===== config.mk =====
export PLATFORM = sky130hd
export DESIGN_NAME = crnc_tables
export DESIGN_NICKNAME = d
export VERILOG_FILES = /design/src/hw/rtl/crnc_pkg.sv /design/src/hw/rtl/crnc_tables.sv
export SDC_FILE = /design/constraint.sdc
export NUM_CORES = 1
export LEC_CHECK = 0
export BUFFER_PORTS_ARGS = -buffer_cell sky130_fd_sc_hd__buf_2
export CORE_MARGIN = 1.5
export CORE_UTILIZATION = 25
export DETAILED_ROUTE_END_ITERATION = 8
export GPL_TIMING_DRIVEN = 1
export PLACE_DENSITY_LB_ADDON = 0.1
export RECOVER_POWER = 50
export SKIP_LAST_GASP = 1
export SLEW_MARGIN = 20
export SYNTH_ARGS = -nofsm -noshare
export SYNTH_HDL_FRONTEND = slang
export SYNTH_SLANG_ARGS = --single-unit

===== constraint.sdc =====
create_clock -name clk_i -period 3.3 [get_ports clk_i]
set_input_delay 0.66 -clock clk_i [delete_from_list [all_inputs] [get_ports clk_i]]
set_output_delay 0.66 -clock clk_i [all_outputs]
set_load 0.05 [all_outputs]

===== src/hw/rtl/crnc_pkg.sv =====
// ----------------------------------------------------------------------------
// crnc_pkg
// Shared constants, codes and types of the chaos representation quantizer.
// ----------------------------------------------------------------------------
package crnc_pkg;

  localparam int unsigned DIMS    = 4;
  localparam int unsigned CODES   = 8;
  localparam int unsigned SYMBOLS = 16;

  localparam int unsigned DIM_W   = 2;
  localparam int unsigned CODE_W  = 3;
  localparam int unsigned SYM_W   = 4;
  localparam int unsigned COORD_W = 16;
  localparam int unsigned SQ_W    = 32;
  localparam int unsigned DIST_W  = 34;

  localparam int unsigned CORNER_AW = SYM_W + DIM_W;
  localparam int unsigned CODE_AW   = CODE_W + DIM_W;

  localparam logic [COORD_W-1:0] Q_HALF = 16'h8000;
  localparam logic [COORD_W:0]   Q_ONE  = 17'h10000;

  typedef enum logic [1:0] {
    OP_CORNER = 2'd0,
    OP_CODE   = 2'd1,
    OP_STEP   = 2'd2
  } op_e;

  typedef enum logic [1:0] {
    REG_SHRINK = 2'd0,
    REG_DIMS   = 2'd1,
    REG_CODES  = 2'd2
  } reg_e;

  typedef enum logic [2:0] {
    ST_IDLE,
    ST_UPD_RD,
    ST_UPD_WR,
    ST_SRC_RD,
    ST_SRC_SQ,
    ST_SRC_ACC,
    ST_DONE
  } state_e;

  typedef struct packed {
    logic               corner_en;
    logic               code_en;
    logic [SYM_W-1:0]   sym;
    logic [CODE_W-1:0]  entry;
    logic [DIM_W-1:0]   dim;
    logic [COORD_W-1:0] val;
  } tbl_wr_t;

  typedef struct packed {
    logic [SYM_W-1:0]  sym;
    logic [CODE_W-1:0] entry;
    logic [DIM_W-1:0]  dim;
  } tbl_rd_t;

endpackage


===== src/hw/rtl/crnc_tables.sv =====
// ----------------------------------------------------------------------------
// crnc_tables
// Corner and codebook coordinate memories, one write and one registered read.
// ----------------------------------------------------------------------------
module crnc_tables
  import crnc_pkg::*;
(
  input  logic               clk_i,
  input  tbl_wr_t            wr_i,
  input  tbl_rd_t            rd_i,
  output logic [COORD_W-1:0] corner_o,
  output logic [COORD_W-1:0] code_o
);

  logic [COORD_W-1:0] corner_mem [SYMBOLS*DIMS];
  logic [COORD_W-1:0] code_mem   [CODES*DIMS];

  logic [CORNER_AW-1:0] corner_wa, corner_ra;
  logic [CODE_AW-1:0]   code_wa, code_ra;

  assign corner_wa = {wr_i.sym, wr_i.dim};
  assign code_wa   = {wr_i.entry, wr_i.dim};
  assign corner_ra = {rd_i.sym, rd_i.dim};
  assign code_ra   = {rd_i.entry, rd_i.dim};

  always_ff @(posedge clk_i) begin
    if (wr_i.corner_en) begin
      corner_mem[corner_wa] <= wr_i.val;
    end
    corner_o <= corner_mem[corner_ra];
  end

  always_ff @(posedge clk_i) begin
    if (wr_i.code_en) begin
      code_mem[code_wa] <= wr_i.val;
    end
    code_o <= code_mem[code_ra];
  end

endmodule


==> key figures <==
Pwr
  • Leakage: about 22 nW
  • Pwr Total: 44.44 mW
  • Peak supply drop: about 0.42 mV
  • Flop pwr share: 0.500
  • Pwr dens: between 600 and 700 nW/um2
  • NetSw: approximately 9.7 mW
  • Clk pwr share: 0.443
  • Logic pwr share: 0.057
  • Switching share of total power: 0.2189
  • Internal power: between 30 and 40 mW

Synth
  • Multiplexer share of the synthesized area: 0.1719
  • Largest family of logic cells by synthesized area: multiplexers
  • Gate Count Post-Synth: 2572
  • Post-Syn Nets: around 2600
  • Syn Std Cell Area: about 60000 um2
  • Simple-gate share of the synthesized area: 0.01658
  • Compound-cell area share of the yosys netlist: 0.01583
  • XOR/XNOR share of the synthesized area: 0
  • Adder-cell share of the synthesized area: 0
  • Number of distinct library cells after synthesis: 40
  • Post-synthesis register bit count: ~1600
  • Synth Warn #: 0
  • Sequential-to-total area share from yosys stat: 0.7846
  • Syn Area/Cell: 23.17 um2

Worst hold path
  • Hold Path End: corner_mem[38][0]
  • Hold Crit Depth: 3
  • Hold Path Class: input port to flop
  • Hold path startpoint: wr_i[21]

Status
  • Failing checks: max-capacitance violations, max-slew violations
  • Status: complete, but fails checks

Timing
  • Final Hold Slack: 0.4783 ns
  • Hold Fails Final Rpt: 0
  • Fin Setup TNS: 0 ns
  • Max Clock Skew: roughly 0.024 ns
  • RSZ-0062 raised after global routing: false
  • Worst rel slew slack: -0.9111
  • Fin crit period: ~2.7 ns
  • Slew Limit Fails: approximately 870
  • Period utilization: 0.8304
  • Max Clk Rate: between 0.3 and 0.4 GHz
  • Final setup violating endpoints: 0
  • Worst-margin pin slew: around 2.9 ns

Clocking
  • TritonCTS clock tree: built
  • H-tree depth: 4
  • Sink Count: about 1600
  • Clock Latency Late Sink: 0.80 ns
  • Post-CTS resize count: 0
  • Clock root buffer: clkbuf_16
  • Clk buf depth: 3
  • Postcts setup bufs: 0
  • Clock transition at path regs: roughly 0.060 ns
  • CTS Buf Count: between 150 and 200
  • Cts hold-fix bufs: 0

Critical path
  • Worst Path Buf+Inv: 2
  • Reg-to-Reg End: corner_o[13]
  • Critical Path Max Stage Delay: roughly 1.8 ns
  • Critical Path RT: 3.79 ns
  • Cells on worst reg2reg path: 5
  • Worst Setup Start Kind: input port
  • FF-to-FF Start: corner_mem[7][13]
  • Slowest stage cell on the critical path: clkbuf_1
  • R2R Setup Slk: 0.94 ns
  • CP dominant cell by count: clkbuf_1
  • Arrival time worst endpoint: roughly 3.2 ns
  • CP Capture Type: flop
  • Crit. Startpoint: wr_i[6]
  • Worst-path cell chain: clkbuf_1 -> clkbuf_1
  • Cell family with most CP delay: buffers and inverters
  • CP Class: input port to flop
  • Worst-path maximum fanout: 37

Detailed routing
  • Detail Route Antenna Nets: 0
  • Via count: 28162
  • DR vias/cell: 4.487
  • Detailed Route WL: between 150000 and 200000 um
  • 1st-pass router iterations: 5
  • Wire length per cell: around 28 um
  • Drt initial violations: 2405
  • # DRC: 0

Floorplan
  • Initial core utilization: 0.2511
  • Core Box Area: between 200000 and 250000 um2
  • # rows: roughly 180
  • Chip Width: 491.3 um
  • Number of I/O pins: 69
  • Die H: between 400 and 500 um
  • DIE AREA: 241400 um2

Final layout
  • Most common cell after layout, fill and taps aside: edfxtp_1
  • Share of layout cells above drive strength 1: 0.3299
  • Fillers: between 20000 and 25000
  • Layout Area Growth over Synthesis: 20.30%
  • Final net count: 2989
  • Commonest cells after routing, fill and taps aside: edfxtp_1 (1536), mux4_2 (404), buf_4 (207)

GRT
  • Met3 usage: 0.02661
  • GRT Total Usage: 0.1470
  • Met2 Use GR: 0.2515
  • Largest net degree at the start of global routing: 97
  • Global routing usage on met1: 0.1900
  • Layer with the highest usage: met2
  • Initial antenna violation count: 31
  • Total grt overflow: 0
  • Vias in the first global route: 30147
  • First-pass GRT wire length: around 250000 um

Flow run
  • MaxCap Viol Count: 17

Placed design
  • Final HPWL DP: around 110000 um
  • Port Buffers: about 70
  • GPL Wtd Cong: approximately 0.73
[worst register-to-register path: stages, from the launching register on]
cell	delay, ns
edfxtp_1	0.37
mux4_2	0.48
and2_1	0.21
a211oi_1	0.68
nor4_2	0.23
a31o_2	0.28
[power groups by stage]
| stage | Clock, mW | Combinational (mW) | Sequential [mW] |
|---|---|---|---|
| 2_1_floorplan | 0 | 1.11 | 22.7 |
| 3_3_place_gp | 0 | 2.63 | 22.6 |
| 3_5_place_dp | 0 | 2.67 | 22.6 |
| 4_1_cts | 20.3 | 2.67 | 22.2 |
| 5_1_grt | 21.0 | 2.72 | 22.2 |
| 6_report | 19.7 | 2.55 | 22.2 |
[sequential cells by signal, summed over array words and instances (netlist names)]
name / flops
corner_o: 16
code_o: 16
corner_mem: 1024
code_mem: 512
[Yosys cell counts, drive strengths merged]
library cell  number  area [um2]
edfxtp          1536       46120
mux4             404        9099
nor2             107       401.6
mux2i             83       830.8
buf               78       432.9
clkbuf            59       221.5
dfxtp             32       640.6
o21ai             31       155.1
mux2              28       315.3
nand2             28       105.1
o22ai             20       125.1
a21oi             16       80.08
a22oi             13       97.59
a211oi            12       90.09
a22o              12       105.1
nor4              12       75.07
a21boi            11       82.58
a31o              11       96.34
and2              11       68.82
nand3b            10       75.07
nor3              10       50.05
nor2b              9       56.30
nand3              8       40.04
nand2b             5       31.28
a32o               4       40.04
o221ai             4       35.03
or3                4       25.02
a221oi             3       26.28
nand4              3       18.77
or3b               3       26.28
inv                2       7.500
a41o               1       10.01
nand4b             1       8.760
or2                1       6.260
[routing by layer]
layer,wire length (um),share of wire
met2,89300,0.50
met5,46,0.00026
met3,9543,0.053
met4,4679,0.026
met1,74920,0.42
[final cells by class]
type                    instances  area (um2)  area share
clock buffers                 224        4706     0.06563
multi-input cells             865       12240      0.1707
well taps                    3167        3963     0.05526
flip-flops and latches       1568       46760      0.6522
inverters                       2       7.507   0.0001047
repair buffers                341        2919     0.04071
clock inverters                92        1057     0.01475
diodes                         18       45.04   0.0006282
[per-stage QoR]
stage / area, um2 / setup WS [ns] / instances / util
after floorplan: 59600 / 0.6070 / 2572 / -
final: 71700 / 0.5596 / 6277 / 0.3020
after global placement: 66010 / -0.4198 / 5942 / 0.2780
after CTS: 71790 / 0.6672 / 6259 / 0.3024
after detailed placement: 66030 / -0.2100 / 5943 / 0.2781
after global routing: 71660 / 0.3611 / 6260 / 0.3018
[worst max path at each step]
stage	end	cells past startpoint	slack [ns]
after CTS	corner_o[13]	8	0.67
after floorplan	code_o[0]	5	0.61
after detailed placement	corner_o[13]	8	-0.21
after global routing	corner_mem[43][3]	2	0.36
final	corner_mem[44][6]	2	0.56
after global placement	corner_o[10]	8	-0.42
[cells by family after synthesis]
kind of cell    count (synthesis)
flops                        1568
buf+inv                       139
simple gates                  212
compound gates                138
mux                           515
No activity file was read; power rests on OpenSTA's default activity.
